===== src/sv/tli_pkg.sv =====
// Package with types and constants of the interpolation table.
`default_nettype none
package tli_pkg;
   localparam int unsigned TableDepthDefault = 32;
   localparam int unsigned QueueDepth = 2;

   localparam logic [1:0] StatusInterp = 2'd0;
   localparam logic [1:0] StatusExact  = 2'd1;
   localparam logic [1:0] StatusRange  = 2'd2;
   localparam logic [1:0] StatusEmpty  = 2'd3;

   localparam logic OpWrite = 1'b0;
   localparam logic OpQuery = 1'b1;

   // One input word handed from the front to the back, writes and queries alike,
   // so that the back sees them in arrival order.
   typedef struct packed {
      logic               op;
      logic [4:0]         index;
      logic               wr_ok;
      logic signed [15:0] angle;
      logic signed [15:0] coefficient;
      logic [6:0]         count;
   } query_type;

   // One result word.
   typedef struct packed {
      logic signed [15:0] value;
      logic [1:0]         status;
      logic               saturated;
   } result_type;
endpackage
`default_nettype wire


===== src/sv/tli_front.sv =====
// Front end: takes input words, classifies them and queues them for the back end.
`default_nettype none
module tli_front import tli_pkg::*; #(
   parameter int unsigned TableDepth = TableDepthDefault
) (
   input  wire logic               clock,
   input  wire logic               reset,
   input  wire logic               push,
   output logic                    full,
   input  wire logic               operation,
   input  wire logic [4:0]         point_index,
   input  wire logic signed [15:0] angle,
   input  wire logic signed [15:0] coefficient,
   input  wire logic [5:0]         points_used,
   output logic                    q_valid,
   output query_type               q_word,
   input  wire logic               q_take
);
   query_type   slot_ff [QueueDepth];
   logic [1:0]  cnt_ff, cnt_in;
   logic        rd_ff, wr_ff;
   logic        accept;
   logic        wr_ok;
   logic [6:0]  n_clip;

   assign full = (cnt_ff == 2'(QueueDepth));
   assign accept = push && !full;
   // A count above the table depth acts as the depth.
   assign n_clip = (32'(points_used) > TableDepth) ? 7'(TableDepth) : 7'(points_used);
   // Writes past the end of the table are dropped by the back end.
   assign wr_ok = ({27'd0, point_index} < 32'(TableDepth));

   assign q_valid = (cnt_ff != 2'd0);
   assign q_word = slot_ff[rd_ff];

   always_comb begin
      cnt_in = cnt_ff;
      if (accept && !(q_take && q_valid)) cnt_in = cnt_ff + 2'd1;
      if (!accept && q_take && q_valid) cnt_in = cnt_ff - 2'd1;
   end

   always_ff @(posedge clock) begin
      if (reset) begin
         cnt_ff <= 2'd0;
         rd_ff <= 1'b0;
         wr_ff <= 1'b0;
      end else begin
         cnt_ff <= cnt_in;
         if (accept) wr_ff <= ~wr_ff;
         if (q_take && q_valid) rd_ff <= ~rd_ff;
      end
      if (accept) begin
         slot_ff[wr_ff] <= '{op: operation, index: point_index, wr_ok: wr_ok,
            angle: angle, coefficient: coefficient, count: n_clip};
      end
   end
endmodule
`default_nettype wire


===== src/sv/tli_back.sv =====
// Back end: table memory, scan for the breakpoints, serial divider.
`default_nettype none
module tli_back import tli_pkg::*; #(
   parameter int unsigned TableDepth = TableDepthDefault,
   parameter int unsigned IndexBits = $clog2(TableDepth)
) (
   input  wire logic            clock,
   input  wire logic            reset,
   input  wire logic            q_valid,
   input  wire query_type       q_word,
   output logic                 q_take,
   output logic                 rsp_valid,
   output result_type           rsp_word,
   input  wire logic            rsp_take
);
   typedef enum logic [3:0] {
      IDLE, RD_FIRST, RD_LAST, SCAN, WAIT_RD, GET_LO, MUL, DIV, ROUND, DONE
   } state_type;

   localparam int unsigned CntBits = IndexBits + 1;

   logic [31:0]          mem [TableDepth];
   logic [31:0]          rd_data_ff;
   logic [IndexBits-1:0] rd_addr;
   logic                 wr_en;
   logic [IndexBits-1:0] wr_index;
   logic [31:0]          wr_data;
   state_type            state_ff;
   logic signed [15:0]   q_ff, first_ff, a1_ff;
   logic signed [15:0]   c1_ff;
   logic [CntBits-1:0]   n_ff, i_ff;
   logic [IndexBits-1:0] hi_ff;
   logic                 found_ff, exact_ff, inrange_ff;
   logic signed [15:0]   exact_c_ff, c0_ff;
   logic [16:0]          den_ff;
   logic signed [34:0]   prod_ff;
   logic                 neg_ff;
   logic [35:0]          rem_ff;
   logic [35:0]          quo_ff;
   logic [5:0]           step_ff;
   result_type           res_ff;
   logic                 res_v_ff;

   logic signed [15:0] rd_a, rd_c;
   logic signed [16:0] dq;
   logic signed [17:0] dc;
   logic [35:0] mag2, dd, trial;
   logic signed [37:0] sum;

   assign rd_a = rd_data_ff[31:16];
   assign rd_c = rd_data_ff[15:0];
   assign q_take = (state_ff == IDLE) && q_valid && !res_v_ff;
   assign rsp_valid = res_v_ff;
   assign rsp_word = res_ff;

   assign wr_en = q_take && (q_word.op == OpWrite) && q_word.wr_ok;
   assign wr_index = IndexBits'(q_word.index);
   assign wr_data = {q_word.angle, q_word.coefficient};

   always_comb begin
      case (state_ff)
         RD_FIRST: rd_addr = IndexBits'(n_ff - CntBits'(1));
         SCAN:     rd_addr = IndexBits'(i_ff);
         WAIT_RD:  rd_addr = hi_ff;
         MUL:      rd_addr = hi_ff;
         default:  rd_addr = '0;
      endcase
   end

   always_ff @(posedge clock) begin
      if (wr_en) mem[wr_index] <= wr_data;
      rd_data_ff <= mem[rd_addr];
   end

   // The divisor is doubled; quotient = (2|num| + den) / (2 den).
   assign dd = {18'd0, den_ff, 1'b0};
   assign trial = {rem_ff[34:0], quo_ff[35]};
   assign mag2 = neg_ff ? 36'(-{prod_ff[34], prod_ff}) : 36'({prod_ff[34], prod_ff});
   assign sum = 38'(c0_ff) + (neg_ff ? -38'(quo_ff) : 38'(quo_ff));
   assign dq = 17'(q_ff - rd_a);
   assign dc = 18'(c1_ff - rd_c);

   always_ff @(posedge clock) begin
      if (reset) begin
         state_ff <= IDLE;
         res_v_ff <= 1'b0;
      end else begin
         if (rsp_take && res_v_ff) res_v_ff <= 1'b0;
         case (state_ff)
            IDLE: begin
               // A breakpoint write is done by the memory block and needs no state.
               if (q_take && q_word.op == OpQuery) begin
                  q_ff <= q_word.angle;
                  n_ff <= CntBits'(q_word.count);
                  found_ff <= 1'b0;
                  exact_ff <= 1'b0;
                  if (q_word.count == 7'd0) begin
                     res_ff <= '{value: '0, status: StatusEmpty, saturated: 1'b0};
                     state_ff <= DONE;
                  end else begin
                     state_ff <= RD_FIRST;
                  end
               end
            end
            RD_FIRST: begin
               // Entry 0 is on the read data here.
               first_ff <= rd_a;
               state_ff <= RD_LAST;
            end
            RD_LAST: begin
               inrange_ff <= (q_ff >= first_ff) && (q_ff <= rd_a);
               i_ff <= '0;
               state_ff <= SCAN;
            end
            SCAN: begin
               // Once i is nonzero, the read data holds entry i-1.
               if (i_ff != '0) begin
                  if (!exact_ff && rd_a == q_ff) begin
                     exact_ff <= 1'b1;
                     exact_c_ff <= rd_c;
                  end
                  if (!found_ff && i_ff > CntBits'(1) && rd_a > q_ff) begin
                     found_ff <= 1'b1;
                     hi_ff <= IndexBits'(i_ff - CntBits'(1));
                     a1_ff <= rd_a;
                     c1_ff <= rd_c;
                  end
               end
               if (i_ff == n_ff - CntBits'(1)) state_ff <= WAIT_RD;
               else i_ff <= i_ff + CntBits'(1);
            end
            WAIT_RD: begin
               // Fold the final entry of the scan, then read hi-1.
               if (exact_ff || (rd_a == q_ff && !exact_ff)) begin
                  res_ff <= '{value: exact_ff ? exact_c_ff : rd_c, status: StatusExact,
                     saturated: 1'b0};
                  state_ff <= DONE;
               end else if (!inrange_ff || (!found_ff && !(n_ff > CntBits'(1)
                     && rd_a > q_ff))) begin
                  res_ff <= '{value: '0, status: StatusRange, saturated: 1'b0};
                  state_ff <= DONE;
               end else begin
                  if (!found_ff) begin
                     hi_ff <= IndexBits'(n_ff - CntBits'(1));
                     a1_ff <= rd_a;
                     c1_ff <= rd_c;
                  end
                  state_ff <= GET_LO;
               end
            end
            GET_LO: begin
               hi_ff <= hi_ff - IndexBits'(1);
               state_ff <= MUL;
               step_ff <= 6'd0;
            end
            MUL: begin
               // Address hi-1 is applied, then its data arrives and the product is formed, then the sign is latched.
               if (step_ff == 6'd0) begin
                  step_ff <= 6'd1;
               end else if (step_ff == 6'd1) begin
                  c0_ff <= rd_c;
                  den_ff <= 17'(a1_ff - rd_a);
                  prod_ff <= 35'(dq * dc);
                  step_ff <= 6'd2;
               end else begin
                  neg_ff <= prod_ff[34];
                  rem_ff <= '0;
                  step_ff <= 6'd0;
                  state_ff <= DIV;
               end
            end
            DIV: begin
               if (step_ff == 6'd0) begin
                  quo_ff <= {mag2[34:0], 1'b0} + {19'd0, den_ff};
                  step_ff <= 6'd1;
               end else begin
                  if (trial >= dd) begin
                     rem_ff <= trial - dd;
                     quo_ff <= {quo_ff[34:0], 1'b1};
                  end else begin
                     rem_ff <= trial;
                     quo_ff <= {quo_ff[34:0], 1'b0};
                  end
                  if (step_ff == 6'd36) state_ff <= ROUND;
                  else step_ff <= step_ff + 6'd1;
               end
            end
            ROUND: begin
               if (sum > 38'sd32767)
                  res_ff <= '{value: 16'sh7FFF, status: StatusInterp, saturated: 1'b1};
               else if (sum < -38'sd32768)
                  res_ff <= '{value: 16'sh8000, status: StatusInterp, saturated: 1'b1};
               else
                  res_ff <= '{value: sum[15:0], status: StatusInterp, saturated: 1'b0};
               state_ff <= DONE;
            end
            DONE: begin
               res_v_ff <= 1'b1;
               state_ff <= IDLE;
            end
            default: state_ff <= IDLE;
         endcase
      end
   end
endmodule
`default_nettype wire


===== src/sv/table_linear_interpolator.sv =====
// Top level of the piecewise linear interpolation table.
//  channel | ports                         | handshake
//  input   | req_push/req_full + fields    | push && !full
//  result  | rsp_empty/rsp_pop + fields    | pop && !empty
//  config  | csr_write_en, csr_write_data  | write_en
// Words wait in a two-word queue and the back end takes them one at a time, in order.
// A breakpoint write does not take the back end out of its idle state. An interpolation
// over n breakpoints reads them one by one through the single memory read port, then
// runs a 36-step shift subtract divider and rounds; an exact hit or an out-of-range
// query ends after the scan, and an empty table gives its result without a scan.
// A waiting result stalls the back end; the input stalls once two words are queued.
// Reset is synchronous and clears control state; the table is undefined.
`default_nettype none
module table_linear_interpolator import tli_pkg::*; #(
   parameter int unsigned TableDepth = TableDepthDefault
) (
   input  wire logic               clock,
   input  wire logic               reset,
   input  wire logic               req_push,
   output logic                    req_full,
   input  wire logic               req_operation,
   input  wire logic [4:0]         req_point_index,
   input  wire logic signed [15:0] req_angle,
   input  wire logic signed [15:0] req_coefficient,
   output logic                    rsp_empty,
   input  wire logic               rsp_pop,
   output logic signed [15:0]      rsp_value,
   output logic [1:0]              rsp_status,
   output logic                    rsp_saturated,
   input  wire logic               csr_write_en,
   input  wire logic [5:0]         csr_write_data
);
   localparam int unsigned IndexBits = $clog2(TableDepth);
   logic [5:0] points_used_ff;
   logic q_valid, q_take, rsp_valid;
   query_type q_word;
   result_type rsp_word;

   always_ff @(posedge clock) begin
      if (reset) points_used_ff <= 6'd0;
      else if (csr_write_en) points_used_ff <= csr_write_data;
   end

   tli_front #(.TableDepth(TableDepth)) u_front (
      .clock, .reset, .push(req_push), .full(req_full),
      .operation(req_operation), .point_index(req_point_index),
      .angle(req_angle), .coefficient(req_coefficient),
      .points_used(points_used_ff), .q_valid, .q_word, .q_take);

   tli_back #(.TableDepth(TableDepth), .IndexBits(IndexBits)) u_back (
      .clock, .reset, .q_valid, .q_word,
      .q_take, .rsp_valid, .rsp_word, .rsp_take(rsp_pop));

   assign rsp_empty = !rsp_valid;
   assign rsp_value = rsp_word.value;
   assign rsp_status = rsp_word.status;
   assign rsp_saturated = rsp_word.saturated;
endmodule
`default_nettype wire


===== config.mk =====
export PLATFORM = sky130hd
export DESIGN_NAME = table_linear_interpolator
export DESIGN_NICKNAME = d
export VERILOG_FILES = /design/src/sv/tli_pkg.sv /design/src/sv/tli_front.sv /design/src/sv/tli_back.sv /design/src/sv/table_linear_interpolator.sv
export SDC_FILE = /design/constraint.sdc
export NUM_CORES = 2
export LEC_CHECK = 0
export BUFFER_PORTS_ARGS = -buffer_cell sky130_fd_sc_hd__buf_2
export CORE_MARGIN = 10
export CORE_UTILIZATION = 60
export CTS_BUF_LIST = sky130_fd_sc_hd__clkbuf_4
export CTS_CLUSTER_SIZE = 24
export DETAILED_ROUTE_END_ITERATION = 8
export GPL_TIMING_DRIVEN = 0
export PLACE_DENSITY = 0.76
export SYNTH_ARGS = -nofsm -noshare
export SYNTH_HDL_FRONTEND = slang
export SYNTH_SLANG_ARGS = --single-unit
export TNS_END_PERCENT = 10

===== constraint.sdc =====
create_clock -name clock -period 13.5 [get_ports clock]
set_input_delay 2.7 -clock clock [delete_from_list [all_inputs] [get_ports clock]]
set_output_delay 2.7 -clock clock [all_outputs]
set_load 0.005 [all_outputs]

Word level (Yosys, flattened, before mapping)
Memory sizes are Yosys's and may differ from the RTL's. A register that Yosys moved wholly into a read port is not among the register bits. Cells that the tools add are included.

Bitwise logic cells: 6. Reductions and logical operators: 58. Mux-type cells: 71. Add/subtract/negate cells: 15. Eq/ne operators: 30. Magnitude comparators: 9. Multipliers: 1.

Operator list (number): $mux 16 (11); $mux 35 (5); $mux 19 (6); $pmux 35 s2 (1); $pmux 16 s2 (2); $pmux 19 s3 (1); $sub 16x16->17 (3); $add 38x38->38 (1); $gt 38x16->1 const B (1); $lt 38x16->1 const B (1); $mux 38 (1); $neg 36->38 (1); $add 36x17->36 (1); $ge 36x18->1 (1); $mux 36 (1); $mux 4 (9); $pmux 4 s9 (1); $neg 35->35 (1); $sub 35x18->35 (1); $mul 17x17->34 (1); $mux 6 (5); $pmux 5 s3 (2); $mux 5 (5); $reduce_and 5->1 (4); 45 further kinds (124).

Memories: 2. Register bits after elaboration: 280. Logic and storage cells: 219. RAM bits: 1112. Input bits: 49. Output and inout bits: 21.

Memories: u_back.mem (depth 32, width 32, rd ports 1, clocked after Yosys merged registers in 1, wr ports 1, line tli_back.sv:22) `logic [31:0] mem [TableDepth];`; u_front.slot_ff (depth 2, width 44, rd ports 1, clocked after Yosys merged registers in 1, wr ports 1, line tli_front.sv:19) `query_type slot_ff [QueueDepth];`.

Depth between registers and ports, before layout
Word-level depth: 8. Gate-level depth with buffers: 38. Depth with buffers taken out: 37.

Modules after synthesis
From an unflattened synthesis, not the netlist that was laid out.

Cell total of the unflattened synthesis: 6213. Area total of the unflattened synthesis: 74749.2 µm².

By module, submodules not included: tli_back (cells an instance 6019, sequential area each 39417.8 µm², area each 71079.4 µm², instances 1); tli_front (cells an instance 174, sequential area each 2742.6 µm², area each 3452.1 µm², instances 1); table_linear_interpolator (cells an instance 20, sequential area each 120.1 µm², area each 217.7 µm², instances 1).

Worst setup path before layout
OpenSTA, ideal clock, no wires.

Kind: register -> register. Start point: register u_back.c1_ff[0]. End point: register u_back.prod_ff[26], data pin. Data required time: 13.242 ns. Setup slack: 4.809 ns. Arrival time: 8.433 ns. Buffers on the path: 1. Stages on the path, launching flop included: 36. Period minus slack after synthesis: 8.691 ns. Library setup time: 0.258 ns. Path through: edfxtp_1 -> inv_1 -> ha_1 -> fa_1 -> nor2b_1 -> o21ai_0 -> a21boi_0 -> o21ai_0 -> a21boi_0 -> o21ai_0 -> a21oi_1 -> nor2_1 -> xnor2_1 -> clkbuf_1 -> nand2_1 -> fa_1 -> inv_1 -> fa_1 -> inv_1 -> fa_1 -> inv_1 -> fa_1 -> fa_1 -> inv_1 -> fa_1 -> inv_1 -> ha_1 -> nor2b_1 -> a41o_1 -> a211o_1 -> nand2_1 -> o22ai_1 -> or3b_2 -> a31o_2 -> a21oi_1 -> xnor2_1.

Cells in the longest elaborated chain, start to end: 2.

RTL lines: start: declaration (line tli_back.sv:30) `logic signed [15:0] c1_ff;`; start signal: assignment (line tli_back.sv:126) `c1_ff <= rd_c;`; start signal: assignment (line tli_back.sv:146) `c1_ff <= rd_c;`; $sub 16x16->17 (line tli_back.sv:81) `assign dc = 18'(c1_ff - rd_c);`; $mul 17x17->34 (line tli_back.sv:163) `prod_ff <= 35'(dq * dc);`; end signal: assignment (line tli_back.sv:163); end: declaration (line tli_back.sv:36) `logic signed [34:0] prod_ff;`.

No other way between the ends. A chain may end at the register's enable or synchronous reset.

Final worst setup path
Start point: register u_back.rd_data_ff[0] (read register of u_back.mem). End point: register u_back.prod_ff[33], data pin.

Cells in the longest elaborated chain, start to end: 2.

RTL lines: start: declaration (line tli_back.sv:23) `logic [31:0] rd_data_ff;`; $sub 16x16->17 (line tli_back.sv:81); $mul 17x17->34 (line tli_back.sv:163).

No other way between the ends.

==> results.ini <==
[outcome]
status = finished with violations
violations = capacitance limit, slew limit

[worst_hold_path]
holdPathStages = 0
hold_start = u_back.rd_data_ff[30]$_DFF_P_
hold_path_class = reg2reg
hold_end = u_back.a1_ff[14]$_DFFE_PP_

[setup_path]
cp_num_buf_inv = 6
worst_setup_path_startpoint = u_back.rd_data_ff[0]$_DFF_P_
crit_top_cell = fa_1
crit_arrival_ns = 12.55
cp.required_ns = 14.37
slowest_stage = a21boi_0
r2r_setup_slack_ns = 1.82
reg2reg_depth = 35
regToRegEndpoint = u_back.prod_ff[33]$_DFFE_PP_
cp_slowest_stage_delay_ns = 0.85
setup.worst_path.start_class = flop
crit_family = adder cells
reg2reg_from = u_back.rd_data_ff[0]$_DFF_P_
path_class = reg2reg
crit_path_end_kind = flop
critPathMaxFanout = 10

[final_layout]
fin_nets = 7315
drive_gt1_frac = 0.1134
final.fill_count = 8919
final_common_cell = edfxtp_1
syn_to_final_growth_pct = 10.74
stdcell_count = 8613
final_cell_mix = 1,376 x edfxtp_1, 842 x nand2_1, 522 x clkbuf_4

[global_routing]
grt_pass1_vias = 52570
grt_max_degree = 36
grt_overflow = 0
grt.total_usage = 0.2943
antenna_found_initial = 21
grt_pass1_wl_mm = 311.9

[logic_synthesis]
ys_ff_latch = 1424
synth_fp_nets = 6833
yosysWarnings = 0
synthFlopType = edfxtp_1
syn_avg_cell_area_um2 = 11.97
ys_seq_area_frac = 0.5649
syn_area_mm2 = 0.07485
synth_edf_count = 1376
ys_async_sr_fraction = 0
ys_types = 85
postSynthCellCount = 6252

[cts]
cts_buffers = 367
clock_path_buffers = 4
path_clk_slew_ns = 0.07
cts_root_buffer = clkbuf_4
cts-resized-gates = 0
clk_latency_ns = 1.31
cts_tree = yes
post_cts.repair.setup_buffers = 0
holdBufCountCts = 0
cts.sinks = 1424
htreeDepth = 5

[die]
die_h_um = 373.2
start_util = 0.6046
rows = 129
dieArea_mm2 = 0.1393
core_area_mm2 = 0.1238
io_pins = 70
die_x_um = 373.2

[sta]
fin_crit_ns = 11.68
relSlewSlack = -0.06064
min_period_over_period = 0.8655
rsz0062_at_grt = false
setup_tns_ns = 0
drv_slew = 22
worstMarginPinSlew_ns = 1.591
skew_ns = 0.1358
max_freq_ghz = 0.08559
finalHoldViolCount = 0
setup_violations = 0

[route]
vias_per_cell = 6.189
drtAntennaViolNets = 0
routedWlPerCell_um = 24.36
drt-total-wl_mm = 209.8
drt_iter0_markers = 5765
drc = 0
dr.pass1.iters = 6
vias = 53310

[place]
gp_congestion = 0.9987
io_buffer_count = 67
dpl.hpwl_mm = 152.7
dp_cells = 8002

[run]
maxCapViolations = 2

-- through the flow --
step           setup slack, ns  hold WS (ns)  cell area [um2]    util
2_1_floorplan            4.809        0.4256            74850       -
4_1_cts                  1.875        0.4363            82840  0.6692
5_1_grt                  1.388        0.4809            82860  0.6693
3_5_place_dp             1.993        0.4595            78530  0.6344
6_report                 1.816        0.4447            82880  0.6695
3_3_place_gp             2.083        0.4500            77230  0.6238
-- cell families after synthesis --
family | Yosys count | share of synthesized area
flops | 1424 | 0.5649
mux | 66 | 0.009545
simple gates | 1861 | 0.1152
xor+xnor | 240 | 0.02818
buf+inv | 805 | 0.04040
fa+ha+maj | 532 | 0.1192
compound gates | 1324 | 0.1225
-- registers in the layout (all words and copies together) (netlist names), 16 cells and up, named ones only --
signal,flops
u_back.mem,1024
u_back.prod_ff,34
u_back.den_ff,17
u_back.c0_ff,16
u_back.rem_ff,35
u_back.q_ff,16
u_back.exact_c_ff,16
u_back.c1_ff,16
u_back.rd_data_ff,32
u_back.rsp_word,19
u_back.first_ff,16
u_back.quo_ff,36
u_front.slot_ff,88
u_back.a1_ff,16
-- per-layer routing --
layer	routed length, um	track usage
met2	99910	0.4819
met5	80	0
met1	76490	0.3628
met3	21820	0.06744
met4	11500	0.1587
-- worst max path at each step --
stage | end | slack (ns) | cells after the start
after CTS | u_back.prod_ff[33]$_DFFE_PP_ | 1.88 | 35
after global placement | u_back.prod_ff[33]$_DFFE_PP_ | 2.08 | 35
after global routing | u_back.prod_ff[33]$_DFFE_PP_ | 1.39 | 35
final | u_back.prod_ff[33]$_DFFE_PP_ | 1.82 | 35
after detailed placement | u_back.prod_ff[33]$_DFFE_PP_ | 1.99 | 35
after floorplan | u_back.prod_ff[26]$_DFFE_PP_ | 4.81 | 35
-- cell usage after synthesis (11+ instances only) --
master    instances  area [um2]
o21bai_1         13       97.59
clkbuf_1        307        1152
o21ai_0         149       745.7
o31ai_1          33       247.7
nor3_1           63       315.3
o41ai_1          13       113.9
xor2_1           62       543.0
a311oi_1        131        1147
a31oi_1         143       894.6
nand2_1         842        3161
or4_1            11       82.58
a21oi_1         234        1171
dfxtp_1          48       960.9
nor2_1          358        1344
ha_1            230        2878
edfxtp_1       1376       41320
nor4_1           23       143.9
mux2_2           43       484.2
xnor2_1         177        1550
buf_1            15       56.30
a211oi_1        370        2778
mux2i_1          23       230.2
a221o_1          16       160.2
or3_1            30       187.7
a21boi_0         17       127.6
a21o_1           69       518.0
and3_1           21       131.4
nor2b_1          62       387.9
or2_2            18       112.6
inv_1           481        1805
nand4_1          19       118.9
and2_1          280        1752
o211ai_1         11       82.58
nand2b_1         52       325.3
o21a_1           34       255.2
nand3_1          41       205.2
fa_1            302        6046
-- cell type report --
class	count	area (um2)	share of cell area
sequential	1424	42280	0.5101
multi-input combinational	4023	29850	0.3602
clock buffer	522	3919	0.04728
tap	1637	2048	0.02471
inverter	481	1805	0.02178
timing repair buffer	113	1330	0.01605
buffer	324	1219	0.01470
clock inverter	73	391.6	0.004725
antenna	16	40.04	0.0004831
Power is not shown: default switching activity piles up to over one toggle a cycle in this logic, so the estimate is an artifact.
